===== src/hw/rtl/scb_pkg.sv =====
`timescale 1ns / 1ps

package scb_pkg;

  localparam int unsigned COORD_W    = 32;
  localparam int unsigned T_BITS     = 30;
  localparam int unsigned QUO_W      = T_BITS + 1;
  localparam int unsigned N_AXIS     = 3;
  localparam int unsigned N_LANE     = 2 * N_AXIS;
  localparam int unsigned N_CELL     = T_BITS;
  localparam int unsigned PIPE_DEPTH = N_CELL + 6;
  localparam int unsigned PROD_W     = COORD_W + QUO_W;
  localparam int unsigned ADDR_W     = 5;
  localparam int unsigned DATA_W     = 32;
  localparam int unsigned CNT_W      = $clog2(PIPE_DEPTH + 1);

  localparam logic [QUO_W-1:0]  T_ONE  = QUO_W'(64'd1 << T_BITS);
  localparam logic [QUO_W-1:0]  T_SAT  = QUO_W'((64'd1 << T_BITS) + 64'd1);
  localparam logic [PROD_W-1:0] T_HALF = PROD_W'(64'd1 << (T_BITS - 1));
  localparam logic [ADDR_W-1:0] ADDR_END = ADDR_W'(4 * N_LANE);

  typedef enum logic [2:0] {
    REG_MIN_X = 3'd0,
    REG_MIN_Y = 3'd1,
    REG_MIN_Z = 3'd2,
    REG_MAX_X = 3'd3,
    REG_MAX_Y = 3'd4,
    REG_MAX_Z = 3'd5
  } reg_idx_e;

  typedef logic signed [COORD_W-1:0] coord_t;
  typedef logic [COORD_W-1:0] mag_t;

  typedef struct packed {
    coord_t [N_AXIS-1:0] lo;
    coord_t [N_AXIS-1:0] hi;
  } box_t;

  typedef struct packed {
    logic neg;
    mag_t mag;
  } sdiff_t;

  typedef struct packed {
    mag_t             rem;
    logic [QUO_W-1:0] quo;
    logic             sat;
    logic             neg;
  } lane_t;

  typedef struct packed {
    coord_t [N_AXIS-1:0] start;
    coord_t [N_AXIS-1:0] stop;
    mag_t   [N_AXIS-1:0] delta;
    logic   [N_AXIS-1:0] dneg;
    logic   [N_AXIS-1:0] flat;
    logic   [N_AXIS-1:0] outside;
    lane_t  [N_LANE-1:0] lane;
  } item_t;

  function automatic sdiff_t abs_diff(coord_t x, coord_t y);
    logic [COORD_W:0] diff;
    logic [COORD_W:0] negd;
    sdiff_t r;
    diff  = {x[COORD_W-1], x} - {y[COORD_W-1], y};
    negd  = -diff;
    r.neg = diff[COORD_W];
    r.mag = r.neg ? negd[COORD_W-1:0] : diff[COORD_W-1:0];
    return r;
  endfunction

endpackage


===== src/hw/rtl/scb_cell.sv =====
`timescale 1ns / 1ps

module scb_cell import scb_pkg::*; (
  input  logic  clk_i,
  input  logic  rst_ni,
  input  logic  valid_i,
  output logic  ready_o,
  input  item_t item_i,
  output logic  valid_o,
  input  logic  ready_i,
  output item_t item_o
);

  logic             v_q;
  item_t            item_q, item_d;
  logic [COORD_W:0] r2;
  logic [COORD_W:0] den;
  logic [COORD_W:0] sub;

  assign ready_o = !v_q || ready_i;
  assign valid_o = v_q;
  assign item_o  = item_q;

  always_comb begin
    item_d = item_i;
    for (int k = 0; k < N_LANE; k++) begin
      r2  = {item_i.lane[k].rem, 1'b0};
      den = {1'b0, item_i.delta[k % N_AXIS]};
      sub = r2 - den;
      if (r2 >= den) begin
        item_d.lane[k].rem = sub[COORD_W-1:0];
      end else begin
        item_d.lane[k].rem = r2[COORD_W-1:0];
      end
      item_d.lane[k].quo = {item_i.lane[k].quo[QUO_W-2:0], r2 >= den};
    end
  end

  always_ff @(posedge clk_i or negedge rst_ni) begin
    if (!rst_ni) begin
      v_q <= 1'b0;
    end else if (ready_o) begin
      v_q <= valid_i;
    end
  end

  always_ff @(posedge clk_i) begin
    if (ready_o) begin
      item_q <= item_d;
    end
  end

endmodule


===== config.mk =====
export PLATFORM = sky130hd
export DESIGN_NAME = scb_cell
export DESIGN_NICKNAME = d
export VERILOG_FILES = /design/src/hw/rtl/scb_pkg.sv /design/src/hw/rtl/scb_cell.sv
export SDC_FILE = /design/constraint.sdc
export NUM_CORES = 1
export LEC_CHECK = 0
export BUFFER_PORTS_ARGS = -buffer_cell sky130_fd_sc_hd__clkbuf_2
export CAP_MARGIN = 10
export CORE_AREA = 2 2 533 535
export CTS_CLUSTER_DIAMETER = 60
export CTS_CLUSTER_SIZE = 20
export DETAILED_ROUTE_END_ITERATION = 6
export DIE_AREA = 0 0 535 537
export SYNTH_ARGS = -nofsm -noshare
export SYNTH_HDL_FRONTEND = slang
export SYNTH_SLANG_ARGS = --single-unit
export TNS_END_PERCENT = 100

===== constraint.sdc =====
create_clock -name clk_i -period 27.4 [get_ports clk_i]
set_input_delay 2.74 -clock clk_i [delete_from_list [all_inputs] [get_ports clk_i]]
set_output_delay 2.74 -clock clk_i [all_outputs]
set_load 0.02 [all_outputs]

==> results.md <==
- Largest net degree at the start of global routing: 149
- Number of flops mapped to enable cells by yosys: 687
- Unique masters post-synth: 101
- Crit Path Class: primary input to flip-flop
- CTS tree: yes
- Max FO, Critical Path: 75
- Cells after Synth: 2530
- Global route total overflow: 0
- Post-Syn Area: 0.0332 sq mm
- Startpoint types: primary input
- YS warnings: 0
- Via count of the first global-routing pass: 28100
- Register bit total from synthesis: 688
- Status: finished clean
- Highest Clock Rate: 0.154 GHz
- Register area share after synthesis: 62.2%
- Final setup TNS: 0 ps
- Final Setup Violations: 0
- RSZ-0062 raised after global routing: false
- CTS Buf Count: 109
- Clock latency on the worst-skew pair: 870 ps
- Initial drt markers: 2205
- WL final: 261000 um
- Longest Clk Path Bufs: 4
- Die ar.: 0.287 sq mm
- Syn Area/Cell: 13.1 sq um
- Ys flop type: edfxtp_1
- Die W: 535 um
- Post-CTS sizing: 0
- First-pass GRT wire length: 318000 um
- Period utilization: 23.7%
- Max cap viols: 0
- Slew Viols, Final: 0
- Total iterations of the first detailed-routing run: 5
- DR vias: 29000
- Clk sinks: 688
- Core area: 0.281 sq mm
- IO buf count: 1373
- Hold Path Class: flip-flop to flip-flop
- Post-Syn Nets: 3419
- Design Power: 3700 uW
- Period minus WS final: 6480 ps
- Layout cells sized above 1: 42.1%
- GPL Wtd Cong: 1.02
- Hold_buf cts: 0
- H-tree depth: 3
- Setup bufs post-CTS: 0
- Critical path data required time: 27870 ps
- WL per Instance: 33.3 um
- VDD IR-drop max: 0.0557 mV
- HPWL after DPL: 230000 um
- Relative slew slack: 34.6%
- Die Span Y: 537 um
- Via/cell ratio: 3.70
- Final hold vios: 0
- Post-synth ARST share: 0.145%
- Clk slew on worst S/H paths: 80 ps
- Worst slew pin tran: 970 ps
- Num rows: 195
- Antenna-violating nets left: 0
- Skew final: 53.3 ps
- Pwr per Cell Area: 75.9 mW/mm^2
- Initial antenna violation count: 185
- GRT Total Usage: 17.4%
- Effective utilization at floorplan: 11.8%
- Drt drc: 0
- Leakage: 0.0205 uW
- Ports: 1380
- Number of fill cells: 31300
- Endpoint class of the critical path: flip-flop
- CTS root buf: clkbuf_16
- Final net count: 4858
- WP data arrival: 6950 ps
- Area Overhead vs Synth: 46.8%
==> area by class of cell <==
class	instances	area, sq um	area share (%)
clock buffers	111	2770	5.67
clock inverters	87	1220	2.50
inverters	143	537	1.10
well taps	3743	4680	9.60
repair buffers	1391	7030	14.4
flip-flops and latches	688	20700	42.4
diodes	44	110	0.226
multi-input cells	1636	11800	24.1
==> worst max-delay path, stage by stage <==
cell and delay, ps:
clkbuf_2 80, nand2b_4 220, buf_4 630, buf_4 690, buf_4 700, buf_4 780
buf_4 850
==> sequential cells by signal, indices dropped and copies added, names as in the netlist <==
signal,flops
valid_o,1
item_o,687
==> synthesized netlist by cell type (16+ instances only) <==
master    instances  area share [%]
a211oi_1         20            0.45
a21o_1           89             2.0
a21oi_1         229             3.4
a31oi_1          16            0.30
buf_2            21            0.32
clkbuf_1         27            0.31
edfxtp_1        687              62
ha_1            192             7.2
inv_1           142             1.6
mux2_2           42             1.4
mux2_4           27             1.2
nand2_1         157             1.8
nand2b_1         26            0.49
nand3_1          39            0.59
nand4_1          30            0.56
nor2_1          155             1.8
nor2b_1          21            0.40
nor3_1           27            0.41
o21a_1           30            0.68
o21ai_0         134             2.0
o21ai_1          20            0.30
o21bai_1         18            0.41
xnor2_1          98             2.6
xor2_1           61             1.6
==> power breakdown <==
group / leakage (uW) / switching, uW / internal [uW]
clock network: 0.00192 / 671 / 866
registers: 0.00692 / 51.8 / 1290
logic: 0.0117 / 566 / 249
==> kinds of logic after synthesis <==
logic type      after synthesis  synth area share (%)
simple gates                529                  7.57
fa+ha+maj                   198                  7.59
flops                       688                  62.2
buf+inv                     206                  2.56
mux                          83                  3.10
xor+xnor                    159                  4.19
compound gates              667                  12.8
==> cell usage in the layout, fill, tap and decap left out, types with 14 or more instances in the layout <==
| master | synthesis | routed |
|---|---|---|
| clkinv_8 | 0 | 14 |
| inv_1 | 142 | 142 |
| o21ai_0 | 134 | 134 |
| nor2b_1 | 21 | 21 |
| nor3_1 | 27 | 27 |
| clkbuf_16 | 0 | 110 |
| a21oi_1 | 229 | 229 |
| nand4_1 | 30 | 30 |
| xnor2_1 | 98 | 98 |
| inv_6 | 0 | 15 |
| edfxtp_1 | 687 | 687 |
| nand3_1 | 39 | 39 |
| a21o_1 | 89 | 89 |
| a31oi_1 | 16 | 16 |
| ha_1 | 192 | 192 |
| xor2_1 | 61 | 61 |
| nand2_1 | 157 | 157 |
| o21bai_1 | 18 | 18 |
| a211oi_1 | 20 | 20 |
| buf_4 | 7 | 16 |
| mux2_2 | 42 | 42 |
| o21a_1 | 30 | 30 |
| diode_2 | 0 | 44 |
| mux2_4 | 27 | 27 |
| o21ai_1 | 20 | 20 |
| nor2_1 | 155 | 155 |
| nand2b_1 | 26 | 25 |
| clkbuf_2 | 3 | 1373 |
==> final timing paths <==
check	cells after the start	from	endpoint	slack (ps)
max	7	ready_i	item_o[333]	20920
min	1	valid_o	item_o[54]	750
max reg2reg	6	valid_o	item_o[333]	22530
min reg2reg	1	valid_o	item_o[54]	750
max in group asynchronous	1	rst_ni	valid_o	25640
min in group asynchronous	1	rst_ni	valid_o	1680
==> metal layers <==
layer  wire length, um  vias to the layer above  track usage, %
met4              8830                       18            4.96
met1            107000                    14300            20.9
met2            117000                     1758            27.7
met5               333                        -           0.543
met3             28300                      450            7.81
li1                  -                    12500               -
==> through the flow <==
step	cell area [sq um]	worst slack [ps]	utilization, %	instances	hold slack (ps)
global route	48700	20780	17.3	7814	788
floorplan	33200	5410	-	2530	2440
detailed placement	44700	20090	15.9	7601	737
global placement	44700	20190	15.9	7601	715
CTS	48600	21060	17.3	7799	747
finish	48800	20920	17.3	7843	750
(Power assumes the default switching activity.)
