==> src/hw/rtl/scb_pkg.sv <==
`timescale 1ns / 1ps

package scb_pkg;

  localparam int unsigned COORD_W    = 32;
  localparam int unsigned T_BITS     = 30;
  localparam int unsigned QUO_W      = T_BITS + 1;
  localparam int unsigned N_AXIS     = 3;
  localparam int unsigned N_LANE     = 2 * N_AXIS;
  localparam int unsigned N_CELL     = T_BITS;
  localparam int unsigned PIPE_DEPTH = N_CELL + 6;
  localparam int unsigned PROD_W     = COORD_W + QUO_W;
  localparam int unsigned ADDR_W     = 5;
  localparam int unsigned DATA_W     = 32;
  localparam int unsigned CNT_W      = $clog2(PIPE_DEPTH + 1);

  localparam logic [QUO_W-1:0]  T_ONE  = QUO_W'(64'd1 << T_BITS);
  localparam logic [QUO_W-1:0]  T_SAT  = QUO_W'((64'd1 << T_BITS) + 64'd1);
  localparam logic [PROD_W-1:0] T_HALF = PROD_W'(64'd1 << (T_BITS - 1));
  localparam logic [ADDR_W-1:0] ADDR_END = ADDR_W'(4 * N_LANE);

  typedef enum logic [2:0] {
    REG_MIN_X = 3'd0,
    REG_MIN_Y = 3'd1,
    REG_MIN_Z = 3'd2,
    REG_MAX_X = 3'd3,
    REG_MAX_Y = 3'd4,
    REG_MAX_Z = 3'd5
  } reg_idx_e;

  typedef logic signed [COORD_W-1:0] coord_t;
  typedef logic [COORD_W-1:0] mag_t;

  typedef struct packed {
    coord_t [N_AXIS-1:0] lo;
    coord_t [N_AXIS-1:0] hi;
  } box_t;

  typedef struct packed {
    logic neg;
    mag_t mag;
  } sdiff_t;

  typedef struct packed {
    mag_t             rem;
    logic [QUO_W-1:0] quo;
    logic             sat;
    logic             neg;
  } lane_t;

  typedef struct packed {
    coord_t [N_AXIS-1:0] start;
    coord_t [N_AXIS-1:0] stop;
    mag_t   [N_AXIS-1:0] delta;
    logic   [N_AXIS-1:0] dneg;
    logic   [N_AXIS-1:0] flat;
    logic   [N_AXIS-1:0] outside;
    lane_t  [N_LANE-1:0] lane;
  } item_t;

  function automatic sdiff_t abs_diff(coord_t x, coord_t y);
    logic [COORD_W:0] diff;
    logic [COORD_W:0] negd;
    sdiff_t r;
    diff  = {x[COORD_W-1], x} - {y[COORD_W-1], y};
    negd  = -diff;
    r.neg = diff[COORD_W];
    r.mag = r.neg ? negd[COORD_W-1:0] : diff[COORD_W-1:0];
    return r;
  endfunction

endpackage

==> src/hw/rtl/scb_front.sv <==
`timescale 1ns / 1ps

module scb_front import scb_pkg::*; (
  input  logic                clk_i,
  input  logic                rst_ni,
  input  box_t                box_i,
  input  logic                valid_i,
  output logic                ready_o,
  input  coord_t [N_AXIS-1:0] start_i,
  input  coord_t [N_AXIS-1:0] stop_i,
  output logic                valid_o,
  input  logic                ready_i,
  output item_t               item_o
);

  logic                v1_q, v2_q;
  logic                rdy1, rdy2;
  coord_t [N_AXIS-1:0] s_q, e_q;
  mag_t   [N_AXIS-1:0] d_q;
  logic   [N_AXIS-1:0] dn_q;
  mag_t   [N_LANE-1:0] a_q;
  logic   [N_LANE-1:0] an_q;
  item_t               item_q, item_d;
  sdiff_t [N_AXIS-1:0] dd;
  sdiff_t [N_LANE-1:0] ad;

  assign rdy2    = !v2_q || ready_i;
  assign rdy1    = !v1_q || rdy2;
  assign ready_o = rdy1;
  assign valid_o = v2_q;
  assign item_o  = item_q;

  always_comb begin
    for (int i = 0; i < N_AXIS; i++) begin
      dd[i]          = abs_diff(stop_i[i], start_i[i]);
      ad[i]          = abs_diff(box_i.lo[i], start_i[i]);
      ad[i + N_AXIS] = abs_diff(box_i.hi[i], start_i[i]);
    end
  end

  always_comb begin
    item_d.start = s_q;
    item_d.stop  = e_q;
    item_d.delta = d_q;
    item_d.dneg  = dn_q;
    for (int i = 0; i < N_AXIS; i++) begin
      item_d.flat[i]    = (d_q[i] == '0);
      item_d.outside[i] = (!an_q[i] && a_q[i] != '0) || an_q[i + N_AXIS];
    end
    for (int k = 0; k < N_LANE; k++) begin
      item_d.lane[k].sat = {1'b0, a_q[k]} >= {d_q[k % N_AXIS], 1'b0};
      item_d.lane[k].neg = an_q[k] ^ dn_q[k % N_AXIS];
      if (a_q[k] >= d_q[k % N_AXIS]) begin
        item_d.lane[k].rem = a_q[k] - d_q[k % N_AXIS];
        item_d.lane[k].quo = QUO_W'(1);
      end else begin
        item_d.lane[k].rem = a_q[k];
        item_d.lane[k].quo = '0;
      end
    end
  end

  always_ff @(posedge clk_i or negedge rst_ni) begin
    if (!rst_ni) begin
      v1_q <= 1'b0;
      v2_q <= 1'b0;
    end else begin
      if (rdy1) begin
        v1_q <= valid_i;
      end
      if (rdy2) begin
        v2_q <= v1_q;
      end
    end
  end

  always_ff @(posedge clk_i) begin
    if (rdy1) begin
      s_q <= start_i;
      e_q <= stop_i;
      for (int i = 0; i < N_AXIS; i++) begin
        d_q[i]  <= dd[i].mag;
        dn_q[i] <= dd[i].neg;
      end
      for (int k = 0; k < N_LANE; k++) begin
        a_q[k]  <= ad[k].mag;
        an_q[k] <= ad[k].neg;
      end
    end
    if (rdy2) begin
      item_q <= item_d;
    end
  end

endmodule

==> config.mk <==
export PLATFORM = sky130hd
export DESIGN_NAME = scb_front
export DESIGN_NICKNAME = d
export VERILOG_FILES = /design/src/hw/rtl/scb_pkg.sv /design/src/hw/rtl/scb_front.sv
export SDC_FILE = /design/constraint.sdc
export NUM_CORES = 2
export LEC_CHECK = 0
export BUFFER_PORTS_ARGS = -buffer_cell sky130_fd_sc_hd__buf_2
export CORE_AREA = 2 2 422 424
export CTS_CLUSTER_DIAMETER = 100
export DETAILED_ROUTE_END_ITERATION = 16
export DIE_AREA = 0 0 424 426
export SYNTH_ARGS = -nofsm -noshare
export SYNTH_HDL_FRONTEND = slang
export SYNTH_SLANG_ARGS = --single-unit
==> constraint.sdc <==
create_clock -name clk_i -period 20.1 [get_ports clk_i]
set_input_delay 3.015 -clock clk_i [delete_from_list [all_inputs] [get_ports clk_i]]
set_output_delay 3.015 -clock clk_i [all_outputs]
set_load 0.1 [all_outputs]
==> impl_metrics.yaml <==
run_status:
  status: "completed"
sta:
  rsz0062_at_grt: "false"
  period_needed_ps: 7250
  period_share: 0.360
  fin_setup_tns_ps: 0
  tightestPinTransition_ps: 1170
  slew_headroom: 0.210
  hold_viol_final: 0
  setup_ws_ps: 12850
  skew_ps: 23.3
  setup_viol: 0
  fmax_ghz: 0.138
  report.final.slew_viol_count: 0
cts:
  ctsHtreeMaxLevel: 3
  numCtsBuffers: 112
  clkSlewWorstSetupHoldPaths_ps: 60
  cts_root_buffer: "clkbuf_16"
  clk_latency_ps: 770
  clock-sinks: 998
  cts_setup_buffers: 0
  cts_tree: "done"
  cts_hold_buf: 0
  clk_path_buf_depth: 3
  post_cts_resized: 0
routing:
  ant_nets: 0
  avgRoutedWirePerCell_um: 24.6
  num_vias: 56200
  dr.pass1.iters: 5
  finalWirelength_um: 247000
  drt-initial-drc-count: 4608
  routed_via_density: 5.60
  drcViolationCount: 0
die:
  rows: 154
  io_pins: 1077
  core_um2: 176000
  start_util: 0.394
  die_h_um: 426
  dieWidth_um: 424
  dieArea_um2: 181000
grt:
  grt_pass1_vias: 54000
  grt.total_usage: 0.264
  antenna_found_initial: 44
  grt_start_max_net_pins: 135
  grt_overflow: 0
  grt_pass1_wl_um: 353000
critical_path:
  crit_path_end_kind: "register"
  max_stage_delay_ps: 610
  startpoint_type: "primary input"
  critPathArrivalTime_ps: 7750
  worstPathMaxFanout: 9
  required_ps: 20600
  slowest_stage: "or4bb_1"
  worst-path-buf-inv: 2
  cp_cell_sequence: "buf_2, inv_1, ha_1, and3_1, nand4_1, a211oi_1, o211ai_1, a21oi_1, a31oi_1, o21ai_0, xnor2_1, o211ai_1, or4bb_1, o41ai_2, xnor2_1"
  crit_family: "compound AO/OA/AOI/OAI gates"
  setup.worst_path.class: "in2reg"
worst_hold_path:
  hold_path_class: "reg2reg"
power:
  p_leak_nw: 33.6
  peakVddDrop_uv: 147
  p_per_area_nw_per_um2: 158
  finalPower_mw: 12.6
cells_and_area:
  finalNetCount: 8668
  seqCellArea_um2: 30000
  stdcell_count: 10000
  nFillCells: 16600
  multi_input_area_um2: 36800
  drive_gt1_frac: 0.170
  area_growth_pct: 14.9
  utilization: 0.453
placed_design:
  post-place-cells: 9816
  post-dp-hpwl_um: 205000
  place_congestion: 1.00
  io_buffers: 896
  dp_slack_ps: 12080
logic_synthesis:
  avgSynthCellArea_um2: 10.4
  yosysSeqAreaShare: 0.433
  synthArstFlopShare: 0.00200
  yosys-top-cells-area: "edfxtp_1 43%, ha_1 12%, xnor2_1 5.0%"
  syn_area_um2: 69200
  yosysMostFrequentCell: "edfxtp_1"
  synth_commonest_cells: "996 x edfxtp_1, 675 x ha_1, 505 x a21oi_1"
  ys_seq_elements: 998
  synth_cell_types: 106
  synth_edf_count: 996
  synthDominantCellAreaShare: 0.432
  yosys.area.top_type: "edfxtp_1"
  netlist_instances: 6667
  ys_warn_count: 0
  synth-main-ff-cell: "edfxtp_1"
job:
  maxCapViolations: 0
## cell type report
| class | instances | share of cell area |
|---|---|---|
| inverter | 369 | 0.0174 |
| clock inverter | 81 | 0.0102 |
| multi-input combinational | 5181 | 0.462 |
| sequential | 998 | 0.377 |
| clock buffer | 129 | 0.0363 |
| tap | 2340 | 0.0368 |
| timing repair buffer | 928 | 0.0597 |
| antenna | 20 | 0.000629 |
## final timing paths
check	startpoint	endpoint	slack, ps	cells after the start
min	e_q[46]$_DFFE_PP_	item_o[541]$_DFFE_PP_	410	0
min reg2reg	e_q[46]$_DFFE_PP_	item_o[541]$_DFFE_PP_	410	0
max in group asynchronous	rst_ni	v1_q$_DFFE_PN0P_	17990	1
max	start_i[39]	d_q[63]$_DFFE_PP_	12850	15
min in group asynchronous	rst_ni	valid_o$_DFFE_PN0P_	2020	1
max reg2reg	d_q[34]$_DFFE_PP_	item_o[301]$_DFFE_PP_	14330	14
## cell usage in the layout, fill, tap and decap left out, drive strengths merged, types with 129 or more instances in the layout
master / instances
a21o: 220
a21oi: 506
buf: 928
clkbuf: 129
conb: 180
edfxtp: 996
ha: 675
inv: 382
nand2: 416
nor2: 431
o21ai: 423
xnor2: 398
xor2: 239
## flip-flops by register name (all words and copies together), names as in the netlist
register and cells:
item_o 507, a_q 192, d_q 96, e_q 96, item_d 96, an_q 6, dn_q 3, v1_q 1
valid_o 1
## per-layer routing
| layer | vias to the layer above | track usage | wire length (um) |
|---|---|---|---|
| li1 | 26500 | - | - |
| met1 | 27300 | 0.334 | 102000 |
| met2 | 1961 | 0.446 | 118000 |
| met3 | 419 | 0.0362 | 15300 |
| met4 | 38 | 0.119 | 12300 |
| met5 | - | 0 | 227 |
## where the power goes
group	internal, mW	total, mW	switching, mW	leakage (nW)
registers	3.06	3.53	0.461	10.1
logic	1.92	6.95	5.02	21.7
clock network	1.18	2.08	0.897	1.79
## cell families after synthesis
kind of cell | share of synthesized area
mux | 0.0189
compound gates | 0.167
flops | 0.433
fa+ha+maj | 0.126
xor+xnor | 0.0807
simple gates | 0.128
other cells | 0.0000542
buf+inv | 0.0462
## worst register-to-register path: cells and delay by family, from the launching register on
kind,cells,cell delay (ps)
buffers and inverters,1,190
adders and majority gates,1,390
and+or+nand+nor,1,150
muxes,1,500
DFF,1,500
AOI/OAI and AO/OA,10,3780
## per-stage QoR
step | hold WS, ps | instance area (um2)
final | 413 | 79600
after global placement | 401 | 75800
after detailed placement | 405 | 75800
after CTS | 415 | 79500
after global routing | 422 | 79500
after floorplan | 400 | 69900
(Power assumes the default switching activity.)
